<file path="config.mk">
export PLATFORM = sky130hd
export DESIGN_NAME = key_matrix_scanner_debounce_core
export DESIGN_NICKNAME = d
export VERILOG_FILES = /design/src/rtl/kms_pkg.sv /design/src/rtl/key_matrix_scanner_debounce_core.sv /design/src/rtl/kms_apb_regs.sv
export SDC_FILE = /design/constraint.sdc
export NUM_CORES = 1
export LEC_CHECK = 0
export BUFFER_PORTS_ARGS = -buffer_cell sky130_fd_sc_hd__buf_2
export CORE_AREA = 2 2 129 131
export CTS_BUF_LIST = sky130_fd_sc_hd__clkbuf_8
export DETAILED_ROUTE_END_ITERATION = 12
export DIE_AREA = 0 0 131 133
export GPL_TIMING_DRIVEN = 0
export PLACE_DENSITY_LB_ADDON = 0.1
export SYNTH_ARGS = -nofsm -noshare
export SYNTH_HDL_FRONTEND = slang
export SYNTH_SLANG_ARGS = --single-unit
export TNS_END_PERCENT = 5
</file>
<file path="constraint.sdc">
create_clock -name clk -period 6.9 [get_ports clk]
set_input_delay 1.38 -clock clk [delete_from_list [all_inputs] [get_ports clk]]
set_output_delay 1.38 -clock clk [all_outputs]
set_load 0.05 [all_outputs]
</file>
<file path="src/rtl/kms_pkg.sv">
// Shared types and constants for the key matrix scanner with debounce.
package kms_pkg;

    localparam int SCAN_ROWS_DEF     = 4;
    localparam int SENSE_COLUMNS_DEF = 3;

    localparam int CNT_W    = 16;
    localparam int APB_DW   = 32;
    localparam int APB_AW   = 3;

    localparam logic [CNT_W-1:0] BOUNCE_RESET = 16'd50;
    localparam logic [CNT_W-1:0] HOLD_RESET   = 16'd300;

    // Register index, taken from paddr[2]
    typedef enum logic [0:0] {
        REG_BOUNCE = 1'b0,
        REG_HOLD   = 1'b1
    } kms_reg_t;

    typedef enum logic [2:0] {
        MODE_IDLE   = 3'b001,
        MODE_BOUNCE = 3'b010,
        MODE_HOLD   = 3'b100
    } kms_mode_t;

    typedef struct packed {
        logic [CNT_W-1:0] bounce_ticks;
        logic [CNT_W-1:0] hold_ticks;
    } kms_cfg_t;

endpackage

</file>
<file path="src/rtl/key_matrix_scanner_debounce_core.sv">
// Top level: key matrix scan sequencer, press debounce and hold timing.
//
// One input item is one scan tick carrying the active-low column sense lines
// (column_lines) sampled while the current row is driven low. Each item gives
// exactly one result item: the active-low row drive for the next scan phase,
// and a press report (press_valid, press_row, press_column) when a new key
// press is seen in idle. A press starts a bounce wait of bounce_ticks, then
// hold waits of hold_ticks; the block returns to idle only when a hold wait
// ends with all columns released.
// The result is loaded into the output register when the item is accepted.
// Throughput: one item per cycle while results are taken; the mode, counter
// and phase update is a short compare/decrement path between the accepted
// item and the state registers.
// Reset (rst_n low, asynchronous) clears the mode to idle, the counter and
// scan phase to zero, empties the output register, and restores the tick
// counts to 50 and 300. When the receiver stalls, the result holds in the
// output register and in_ready drops until it is taken; a new item is taken
// in the same cycle the held result leaves. Write the registers over APB
// (bounce_ticks at 0x0, hold_ticks at 0x4) only while the block is idle.
module key_matrix_scanner_debounce_core
    import kms_pkg::*;
#(
    parameter int SCAN_ROWS     = SCAN_ROWS_DEF,
    parameter int SENSE_COLUMNS = SENSE_COLUMNS_DEF,
    localparam int ROW_W = (SCAN_ROWS > 1) ? $clog2(SCAN_ROWS) : 1,
    localparam int COL_W = (SENSE_COLUMNS > 1) ? $clog2(SENSE_COLUMNS) : 1
)
(
    input  logic                     clk,
    input  logic                     rst_n,

    input  logic                     in_valid,
    output logic                     in_ready,
    input  logic [SENSE_COLUMNS-1:0] column_lines,

    output logic                     out_valid,
    input  logic                     out_ready,
    output logic [SCAN_ROWS-1:0]     row_drive,
    output logic                     press_valid,
    output logic [ROW_W-1:0]         press_row,
    output logic [COL_W-1:0]         press_column,

    input  logic                     psel,
    input  logic                     penable,
    input  logic                     pwrite,
    input  logic [APB_AW-1:0]        paddr,
    input  logic [APB_DW-1:0]        pwdata,
    output logic [APB_DW-1:0]        prdata,
    output logic                     pready
);

    kms_cfg_t          cfg;

    kms_mode_t         mode_reg;
    kms_mode_t         mode_next;
    logic [CNT_W-1:0]  cnt_reg;
    logic [CNT_W-1:0]  cnt_next;
    logic [ROW_W-1:0]  phase_reg;
    logic [ROW_W-1:0]  phase_next;

    logic              out_valid_reg;
    logic              out_valid_next;
    logic [SCAN_ROWS-1:0] row_drive_reg;
    logic              press_valid_reg;
    logic [ROW_W-1:0]  press_row_reg;
    logic [COL_W-1:0]  press_column_reg;

    logic              accept;
    logic              press;
    logic              released;
    logic [COL_W-1:0]  pcol;

    kms_apb_regs u_regs (
        .clk     (clk),
        .rst_n   (rst_n),
        .psel    (psel),
        .penable (penable),
        .pwrite  (pwrite),
        .paddr   (paddr),
        .pwdata  (pwdata),
        .prdata  (prdata),
        .pready  (pready),
        .cfg     (cfg)
    );

    assign in_ready = ~out_valid_reg | out_ready;
    assign accept   = in_valid & in_ready;
    assign released = &column_lines;

    // Lowest low column wins
    always_comb
    begin
        pcol = '0;
        for (int c = SENSE_COLUMNS - 1; c >= 0; c--)
        begin
            if (!column_lines[c])
                pcol = COL_W'(c);
        end
    end

    // One tick can pass through idle, bounce wait and hold wait in order
    always_comb
    begin
        press    = 1'b0;
        cnt_next = cnt_reg;
        case (mode_reg)
            MODE_BOUNCE: mode_next = MODE_BOUNCE;
            MODE_HOLD:   mode_next = MODE_HOLD;
            default:     mode_next = MODE_IDLE;
        endcase

        if (mode_next == MODE_IDLE && !released)
        begin
            press     = 1'b1;
            mode_next = MODE_BOUNCE;
            cnt_next  = cfg.bounce_ticks;
        end

        if (mode_next == MODE_BOUNCE)
        begin
            if (cnt_next != '0)
                cnt_next = cnt_next - 1'b1;
            else
            begin
                mode_next = MODE_HOLD;
                cnt_next  = cfg.hold_ticks;
            end
        end

        if (mode_next == MODE_HOLD)
        begin
            if (cnt_next != '0)
                cnt_next = cnt_next - 1'b1;
            else if (released)
                mode_next = MODE_IDLE;
            else
                cnt_next = cfg.hold_ticks;
        end

        if (phase_reg == ROW_W'(SCAN_ROWS - 1))
            phase_next = '0;
        else
            phase_next = phase_reg + 1'b1;
    end

    assign out_valid_next = accept | (out_valid_reg & ~out_ready);

    always_ff @(posedge clk or negedge rst_n)
    begin
        if (!rst_n)
        begin
            mode_reg      <= MODE_IDLE;
            cnt_reg       <= '0;
            phase_reg     <= '0;
            out_valid_reg <= 1'b0;
        end
        else
        begin
            out_valid_reg <= out_valid_next;
            if (accept)
            begin
                mode_reg  <= mode_next;
                cnt_reg   <= cnt_next;
                phase_reg <= phase_next;
            end
        end
    end

    // Result payload loads only with an accepted item
    always_ff @(posedge clk)
    begin
        if (accept)
        begin
            row_drive_reg    <= ~(SCAN_ROWS'(1) << phase_next);
            press_valid_reg  <= press;
            press_row_reg    <= press ? phase_reg : '0;
            press_column_reg <= press ? pcol : '0;
        end
    end

    assign out_valid    = out_valid_reg;
    assign row_drive    = row_drive_reg;
    assign press_valid  = press_valid_reg;
    assign press_row    = press_row_reg;
    assign press_column = press_column_reg;

`ifndef NO_ASSERTIONS
    a_one_row_low: assert property (@(posedge clk) disable iff (!rst_n)
        out_valid |-> $countones(~row_drive) == 1)
        else $error("row drive does not have exactly one low bit");

    a_press_col_range: assert property (@(posedge clk) disable iff (!rst_n)
        out_valid && press_valid |-> press_column < COL_W'(SENSE_COLUMNS))
        else $error("press column out of range");

    a_press_leaves_idle: assert property (@(posedge clk) disable iff (!rst_n)
        accept && press |=> mode_reg != MODE_IDLE)
        else $error("press accepted but mode stayed idle");

    a_hold_count_down: assert property (@(posedge clk) disable iff (!rst_n)
        accept && mode_reg == MODE_HOLD && cnt_reg != '0
        |=> cnt_reg == $past(cnt_reg) - 1'b1)
        else $error("hold counter did not decrement");

    a_press_only_idle: assert property (@(posedge clk) disable iff (!rst_n)
        accept && (mode_reg == MODE_BOUNCE || mode_reg == MODE_HOLD) |-> !press)
        else $error("press reported outside idle");
`endif

endmodule

</file>
<file path="src/rtl/kms_apb_regs.sv">
// APB register bank holding the bounce and hold tick counts.
module kms_apb_regs
    import kms_pkg::*;
(
    input  logic              clk,
    input  logic              rst_n,
    input  logic              psel,
    input  logic              penable,
    input  logic              pwrite,
    input  logic [APB_AW-1:0] paddr,
    input  logic [APB_DW-1:0] pwdata,
    output logic [APB_DW-1:0] prdata,
    output logic              pready,
    output kms_cfg_t          cfg
);

    logic [CNT_W-1:0] bounce_reg;
    logic [CNT_W-1:0] hold_reg;
    logic             wr_en;
    kms_reg_t         reg_idx;

    assign pready  = 1'b1;
    assign wr_en   = psel & penable & pwrite & pready;
    assign reg_idx = kms_reg_t'(paddr[2]);

    always_ff @(posedge clk or negedge rst_n)
    begin
        if (!rst_n)
        begin
            bounce_reg <= BOUNCE_RESET;
            hold_reg   <= HOLD_RESET;
        end
        else if (wr_en)
        begin
            case (reg_idx)
                REG_BOUNCE: bounce_reg <= pwdata[CNT_W-1:0];
                REG_HOLD:   hold_reg   <= pwdata[CNT_W-1:0];
                default:    ;
            endcase
        end
    end

    always_comb
    begin
        case (reg_idx)
            REG_BOUNCE: prdata = {{(APB_DW-CNT_W){1'b0}}, bounce_reg};
            REG_HOLD:   prdata = {{(APB_DW-CNT_W){1'b0}}, hold_reg};
            default:    prdata = '0;
        endcase
    end

    assign cfg.bounce_ticks = bounce_reg;
    assign cfg.hold_ticks   = hold_reg;

endmodule

</file>
==> results of run 1 <==
==> cell usage after synthesis (4+ instances only) <==
library cell and number:
or3_1 7, mux2_2 55, ha_1 7, inv_1 15, buf_6 7, dfstp_2 8, o31ai_1 6, nor4_1 13
o211ai_1 9, or2_2 5, nand3_1 13, buf_2 4, a21oi_1 12, nand2_1 44, and3_1 4, nor2_1 37
a211oi_1 6, o21ai_0 19, clkbuf_1 10, a31oi_1 6, o22ai_1 4, nor3_1 25, edfxtp_1 9, a221o_1 5
nand4_1 6, mux2i_1 18, dfrtp_1 46, buf_4 20, nand2b_1 4
==> repair_timing <==
item | in CTS | in global routing
endpoints found under the setup margin | 18 | 17
gates resized for setup | 5 | 5
pin swaps | 1 | 0
setup buffers | 1 | 0
==> routing by layer <==
metal	track usage, %	routed length [microns]
met4	6.974	414
met5	0	0
met1	26.43	7212
met3	4.286	1092
met2	28.47	6958
==> stage by stage <==
step	total power, mW	setup WS, ps	TNS (ps)
floorplan	1.439	427.8	0
global placement	1.749	-1395	-17770
detailed placement	1.753	-1286	-15970
CTS	2.067	3.301	0
global route	2.229	126.3	0
finish	2.082	342.8	0
==> where the power goes <==
group,total [mW],internal (mW),switching [mW]
sequential,0.662,0.492,0.170
combinational,1.13,0.419,0.707
clock,0.294,0.144,0.150
==> cell type report <==
type                       count  area, sq um  share of cell area, %
buffer                        41        291.5                  5.235
clock buffer                  11        151.4                  2.718
clock inverter                 5        20.02                 0.3595
inverter                      15        56.30                  1.011
multi-input combinational    397         2873                  51.58
sequential                    63         1632                  29.30
tap                          220        275.3                  4.943
timing repair buffer          53        270.3                  4.853
==> worst max-delay path, delay by kind of cell <==
family          cells  cell delay, ps
buf+inv             7            1100
compound gates      5             970
fa+ha+maj           2             430
simple gates        8            2150
mux                 2             740
==> worst paths after layout <==
kind	from	endpoint	slack [ps]
setup / recovery	column_lines[2]	cnt_reg[11]	340
min in group asynchronous	rst_n	mode_reg[2]	1060
setup reg to reg	mode_reg[2]	cnt_reg[11]	1200
hold reg to reg	out_valid	out_valid	520
max in group asynchronous	rst_n	u_regs.hold_reg[10]	5330
hold / removal	out_valid	out_valid	520
==> cell families after synthesis <==
| kind of cell | synth area share, % |
|---|---|
| XOR/XNOR | 0.3692 |
| AND/OR/NAND/NOR | 21.62 |
| other | 0.1582 |
| adder cells (fa/ha/maj) | 1.845 |
| buffers and inverters | 7.382 |
| flip-flops | 34.38 |
| AO/OA/AOI/OAI | 17.16 |
| multiplexers | 17.08 |
==> impl_metrics.ini, run 1 <==
[yosys]
synth_top_cell_by_area = dfrtp_1
syn_area_sq_um = 4746
ys_ff_latch = 63
synth_top_area_share_pct = 24.26
ys.flop_type = dfrtp_1
synth-edff-count = 9
syn_area_per_cell_sq_um = 9.435
synthArstFlopShare_pct = 85.71
yosysSeqAreaShare_pct = 34.38
synthCells = 503
synth_area_leaders = dfrtp_1, mux2_2, edfxtp_1
synth_warnings = 0
yosysUniqueCellTypes = 79

[layout]
utilization_pct = 34.44
final_common_cell = mux2_2
finalNonFillerCells = 805
area_growth_pct = 17.35
fillers = 1718
final_cell_mix = mux2_2, buf_2, dfrtp_1
drive_gt1_share_pct = 31.62
n_antenna_cell = 0
design_area_sq_um = 5569
finish.net_count = 632

[critical_path]
path_cells = buf_2, and3_1, buf_2, a21o_1, buf_6, inv_1, clkbuf_4, buf_6, mux2_2, inv_1, ha_1, nor4b_4, nand4_1, or2_2, nand2_4, o21ai_0, a21oi_1, ha_1, o31ai_1, or2_1, nand3b_1, or3_4, mux2_1, a221o_1
path_class = in2reg
arrival_ps = 6810
crit_fanout = 19
critPathSlowestCell = or2_2
startpoint_type = primary input
end_kind = register
cp_slowest_stage_delay_ps = 460
required_ps = 7150
worst_r2r_path_depth = 22

[sta]
rsz0062_at_grt = no
max_freq_mhz = 152.5
min_period_over_period_pct = 95.03
fin_worst_skew_ps = 11.00
finalSetupViolCount = 0
worst_pin_slew_ps = 1025
relSlewSlack_pct = 31.68
slew_violations = 0
finalCriticalPeriod_ps = 6557
hold_ws_ps = 524.7
final_hold_viol_count = 0

[global_routing]
grt_pass1_vias = 4298
grt_max_degree = 55
grt_use_total_pct = 18.93
antenna_found_initial = 0
grt_overflow = 0
grt_first_pass_wirelength_microns = 24820

[floorplan]
pin_count = 89
fp.dieH_microns = 133
coreArea_sq_um = 16170
rows = 47
die_w_microns = 131
dieArea_sq_um = 17420
start_util_pct = 29.35

[clock_network]
h-tree-depth = 3
clockBufferDepth = 2
clock-root-buffer = clkbuf_8
cts_sinks = 63
worstSkewPairLatency_ps = 370
cts_buffers = 9
path_clk_slew_ps = 70
tritoncts = done
holdBufCountCts = 0

[drt]
first_pass_iters = 5
wl_microns = 15680
drc_errors = 0
drt_iter0_drc = 298
wl_per_cell_microns = 19.47
viasPerCell = 5.355
antenna_left = 0
vias = 4311

[power]
power.leakage_nw = 2.305
power_density_nw_per_um2 = 373.8
ir_worst_vdd_uv = 172.3

[placed_design]
dpl-instance-area_sq_um = 5338
numPortBuffers = 52
dp_cells = 790
place_congestion = 0.8839
detailed_place_hpwl_microns = 11830

[flow_run]
drv_cap = 0

[outcome]
outcome = finished clean

[min_path]
hold_class = reg2reg
hold_path_depth = 2
Note: power is estimated with default switching activity, not from simulation.
==> run 2: changes to the inputs <==
--- a/config.mk
+++ b/config.mk
@@ -6,10 +6,11 @@
 export NUM_CORES = 1
 export LEC_CHECK = 0
 export BUFFER_PORTS_ARGS = -buffer_cell sky130_fd_sc_hd__buf_2
-export CORE_AREA = 2 2 129 131
+export CORE_AREA = 2 2 94 96
 export CTS_BUF_LIST = sky130_fd_sc_hd__clkbuf_8
+export CTS_CLUSTER_SIZE = 24
 export DETAILED_ROUTE_END_ITERATION = 12
-export DIE_AREA = 0 0 131 133
+export DIE_AREA = 0 0 96 98
 export GPL_TIMING_DRIVEN = 0
 export PLACE_DENSITY_LB_ADDON = 0.1
 export SYNTH_ARGS = -nofsm -noshare
==> run 2 against run 1 <==
Setup slack got worse by 71 ps. Clock-buffer cell count decreased by 2. Critical path depth increased by 1. Clock power increased by 8.8%. Sequential power about the same. Highest routed layer unchanged. Global-route usage increased by 13 points. First-iteration DRC count increased by 54%. Worst hold slack improved by 18 ps. Largest cell class unchanged. Die area decreased by 46%. Register-to-register slack got worse by 30 ps.
==> impl_metrics.ini, run 2 (same netlist as run 1, synthesis figures left out) <==
[outcome]
outcome = finished clean

[floorplan]
pin_count = 89
fp.dieH_microns = 98
coreArea_sq_um = 8466
die_w_microns = 96
start_util_pct = 56.06
rows = 34
dieArea_sq_um = 9408

[critical_path]
path_class = in2reg
critPathSlowestCell = o31ai_2
cp.depth = 25
crit_buf_inv = 8
arrival_ps = 6930
crit_fanout = 19
startpoint_type = primary input
path_delay_family = simple AND/OR/NAND/NOR gates
end_kind = register
worst_r2r_path_depth = 23
cp_slowest_stage_delay_ps = 520
required_ps = 7200

[global_routing]
grt_first_pass_wirelength_microns = 22630
grt_pass1_vias = 4148
antenna_found_initial = 0
grt_overflow = 0
grt_max_degree = 55
grt_use_total_pct = 31.57

[layout]
final_cell_mix = mux2_2, buf_2, dfrtp_1
finish.net_count = 634
drive_gt1_share_pct = 32.54
n_antenna_cell = 0
utilization_pct = 64.51
area_growth_pct = 15.08
final_common_cell = mux2_2

[sta]
final_hold_viol_count = 0
finalCriticalPeriod_ps = 6629
slew_violations = 0
relSlewSlack_pct = 37.17
worst_pin_slew_ps = 936.8
max_freq_mhz = 150.9
min_period_over_period_pct = 96.07
fin_worst_skew_ps = 12.61
finalSetupTns_ps = 0
finalSetupViolCount = 0
setup_slack_ps = 271.4
rsz0062_at_grt = no

[clock_network]
path_clk_slew_ps = 80
cts_buffers = 9
clock-root-buffer = clkbuf_8
cts_sinks = 63
tritoncts = done
clockBufferDepth = 2
worstSkewPairLatency_ps = 350
h-tree-depth = 3

[power]
power.leakage_nw = 2.313
finalPower_mw = 2.100
power_density_nw_per_um2 = 384.5
ir_worst_vdd_uv = 236.6

[drt]
drc_errors = 0
first_pass_iters = 5
wl_microns = 14230
wl_per_cell_microns = 20.48
drt_iter0_drc = 458
vias = 4451
antenna_left = 0
viasPerCell = 6.404

[placed_design]
numPortBuffers = 52
detailed_place_hpwl_microns = 10460
place_congestion = 0.9742
dp_slack_ps = -1131

[flow_run]
drv_cap = 0

[min_path]
hold_class = reg2reg
hold_path_depth = 2
## run 2: layout make-up
| type | instances | area (sq um) |
|---|---|---|
| Sequential cell | 63 | 1632 |
| Clock inverter | 7 | 65.06 |
| Clock buffer | 9 | 123.9 |
| Buffer | 41 | 291.5 |
| Fill cell | 745 | 3004 |
| Timing Repair Buffer | 55 | 295.3 |
| Tap cell | 108 | 135.1 |
| Inverter | 15 | 56.30 |
| Multi-Input combinational cell | 397 | 2863 |
## run 2: where the power goes
group / switching, mW / internal [mW]
registers: 0.167 / 0.492
logic: 0.699 / 0.422
clock network: 0.156 / 0.164
total: 1.02 / 1.08
## run 2: timing repair
item                                    in CTS  in global routing
hold buffers                                 0                  0
buffers inserted                             0                  2
resized for setup                            4                  5
endpoints found under the setup margin      18                 18
pin swaps                                    0                  1
## run 2: worst register-to-register path, stage by stage, from the launching register on
cell and delay, ps:
dfrtp_1 420, xor2_1 180, a21o_1 200, buf_6 140, inv_1 80, clkbuf_4 240
buf_6 240, mux2_2 410, inv_1 120, ha_1 250, nor4b_4 280, nand4_1 220
or2_2 440, nand3_2 190, o22ai_1 110, a21oi_2 210, ha_1 210, o31ai_1 150
nor4b_4 320, buf_4 200, nand4_4 230, o31ai_2 520, and3_1 240, a211o_1 90
## run 2: worst paths after layout
path / from / end / slack [ps]
setup / recovery: column_lines[2] / cnt_reg[8] / 270
hold / removal: out_valid / out_valid / 540
setup reg to reg: mode_reg[2] / cnt_reg[8] / 1170
hold reg to reg: out_valid / out_valid / 540
max in group asynchronous: rst_n / u_regs.hold_reg[8] / 5270
min in group asynchronous: rst_n / mode_reg[2] / 990
## run 2: metrics by stage
step	std cells	area (sq um)	hold slack, ps
floorplan	518	4802	494.3
global placement	678	5197	505.8
detailed placement	678	5197	534.6
CTS	693	5406	550.9
global route	695	5461	595.1
finish	695	5461	542.6
## run 2: routing by layer
layer  part of all wire [%]  GRT usage [%]  vias up
met3                    9.5          4.784       43
met4                    2.8          13.52        0
met2                     45          46.90      274
met5                      0              0        -
li1                       -              -     2033
met1                     42          45.46     2101
==> run 3: changes to the inputs <==
--- a/config.mk
+++ b/config.mk
@@ -6,11 +6,11 @@
 export NUM_CORES = 1
 export LEC_CHECK = 0
 export BUFFER_PORTS_ARGS = -buffer_cell sky130_fd_sc_hd__buf_2
-export CORE_AREA = 2 2 94 96
+export CORE_AREA = 2 2 90 92
 export CTS_BUF_LIST = sky130_fd_sc_hd__clkbuf_8
 export CTS_CLUSTER_SIZE = 24
 export DETAILED_ROUTE_END_ITERATION = 12
-export DIE_AREA = 0 0 96 98
+export DIE_AREA = 0 0 92 94
 export GPL_TIMING_DRIVEN = 0
 export PLACE_DENSITY_LB_ADDON = 0.1
 export SYNTH_ARGS = -nofsm -noshare
==> constraint.sdc (replaced) <==
create_clock -name clk -period 7.75 [get_ports clk]
set_input_delay 1.55 -clock clk [delete_from_list [all_inputs] [get_ports clk]]
set_output_delay 1.55 -clock clk [all_outputs]
set_load 0.05 [all_outputs]
==> run 3 against run 2 <==
The run now ends with DRC left. Cell count is 1.0% lower. Die area is 8.1% lower. Clock skew hardly changed. Critical endpoint is now cnt_reg[5].
==> impl_metrics.ini, run 3 (same netlist as run 1, synthesis figures left out) <==
[critical_path]
path_delay_family = simple AND/OR/NAND/NOR gates
end_kind = register
required_ps = 7960
arrival_ps = 7590
cp_slowest_stage_delay_ps = 500
crit_fanout = 10
path_class = in2reg
worst_r2r_path_depth = 24
r2r_setup_slack_ps = 1450
r2r_end = cnt_reg[5]
critPathSlowestCell = nor4b_4
startpoint_type = primary input
cp_common_cell = buf_2
crit_buf_inv = 9
r2r_start = mode_reg[2]

[drt]
vias = 4420
viasPerCell = 6.424
antenna_left = 0
drc_errors = 1
wl_per_cell_microns = 19.71
drt_iter0_drc = 478
first_pass_iters = 9
wl_microns = 13560

[global_routing]
grt_first_pass_wirelength_microns = 21650
grt_max_degree = 55
grt_use_total_pct = 32.07
grt_pass1_vias = 4157
grt_overflow = 0
antenna_found_initial = 0

[floorplan]
fp.dieH_microns = 94
start_util_pct = 62.38
rows = 32
dieArea_sq_um = 8648
coreArea_sq_um = 7607
die_w_microns = 92
pin_count = 89

[layout]
design_area_sq_um = 5383
drive_gt1_share_pct = 31.23
finalNonFillerCells = 688
final_common_cell = buf_2
finish.net_count = 633
area_growth_pct = 13.42
final_cell_mix = buf_2, mux2_2, dfrtp_1
n_antenna_cell = 0

[sta]
finalCriticalPeriod_ps = 7376
worst_pin_slew_ps = 1212
max_freq_mhz = 135.6
hold_ws_ps = 539.3
final_hold_viol_count = 0
finalSetupTns_ps = 0
finalSetupViolCount = 0
slew_violations = 0
relSlewSlack_pct = 19.23
min_period_over_period_pct = 95.17
fin_worst_skew_ps = 12.48
rsz0062_at_grt = no

[outcome]
outcome = finished with violations
violations = DRC

[min_path]
hold_path.startpoint = out_valid
worstHoldEndpoint = out_valid
hold_class = reg2reg
hold_path_depth = 2

[placed_design]
detailed_place_hpwl_microns = 10160
dp_cells = 672
numPortBuffers = 52
place_congestion = 0.9818
dpl-instance-area_sq_um = 5190

[power]
finalPower_mw = 1.802
power.leakage_nw = 2.294
power_density_nw_per_um2 = 334.8
ir_worst_vdd_uv = 194.5

[clock_network]
cts_buffers = 9
holdBufCountCts = 0
tritoncts = done
h-tree-depth = 3
clockBufferDepth = 2
worstSkewPairLatency_ps = 340
path_clk_slew_ps = 70
cts_resized = 1
clock-root-buffer = clkbuf_8
post_cts_buffers = 0
cts_sinks = 63

[flow_run]
drv_cap = 0
## run 3: metrics by stage
stage | setup slack (ps) | util (%)
after global placement | -350.2 | 68.22
after detailed placement | -327.2 | 68.22
after CTS | 197.4 | 70.41
after floorplan | 1108 | -
after global routing | 33.35 | 70.76
final | 374.0 | 70.76
## run 3: worst max-delay path by stage
| stage | from | slack [ps] | cells past startpoint | endpoint |
|---|---|---|---|---|
| final | column_lines[2] | 370 | 26 | cnt_reg[5] |
| after global routing | column_lines[2] | 30 | 27 | cnt_reg[1] |
| after CTS | column_lines[2] | 200 | 26 | cnt_reg[11] |
| after detailed placement | column_lines[2] | -330 | 26 | cnt_reg[8] |
| after global placement | column_lines[2] | -350 | 26 | cnt_reg[8] |
| after floorplan | column_lines[2] | 1110 | 25 | cnt_reg[11] |
## run 3: per-layer routing
| metal | routed length (microns) | track usage, % | vias up |
|---|---|---|---|
| met2 | 6312 | 52.82 | 315 |
| li1 | - | - | 2026 |
| met1 | 5402 | 42.64 | 2034 |
| met4 | 366 | 11.44 | 0 |
| met5 | 0 | 0 | - |
| met3 | 1478 | 5.778 | 45 |
## run 3: layout make-up
type                    instances  area [sq um]
flip-flops and latches         63          1632
well taps                     102         127.6
repair buffers                 52         260.3
clock inverters                 6         23.77
inverters                      15         56.30
fillers                       641          2225
multi-input cells             397          2851
plain buffers                  43         294.0
clock buffers                  10         137.6
## run 3: worst register-to-register path: cells and delay by family (launching register included)
family	cells	cell delay [ps]
muxes	1	410
AOI/OAI and AO/OA	7	1460
and+or+nand+nor	6	1870
xor gates and xnor gates	1	190
adders and majority gates	2	440
buffers and inverters	7	1390
DFF	1	420
## run 3: report_power, final
group / internal [mW] / switching (mW) / total [mW]
clock network: 0.119 / 0.123 / 0.242
logic: 0.364 / 0.616 / 0.981
registers: 0.438 / 0.142 / 0.580
total: 0.921 / 0.881 / 1.80
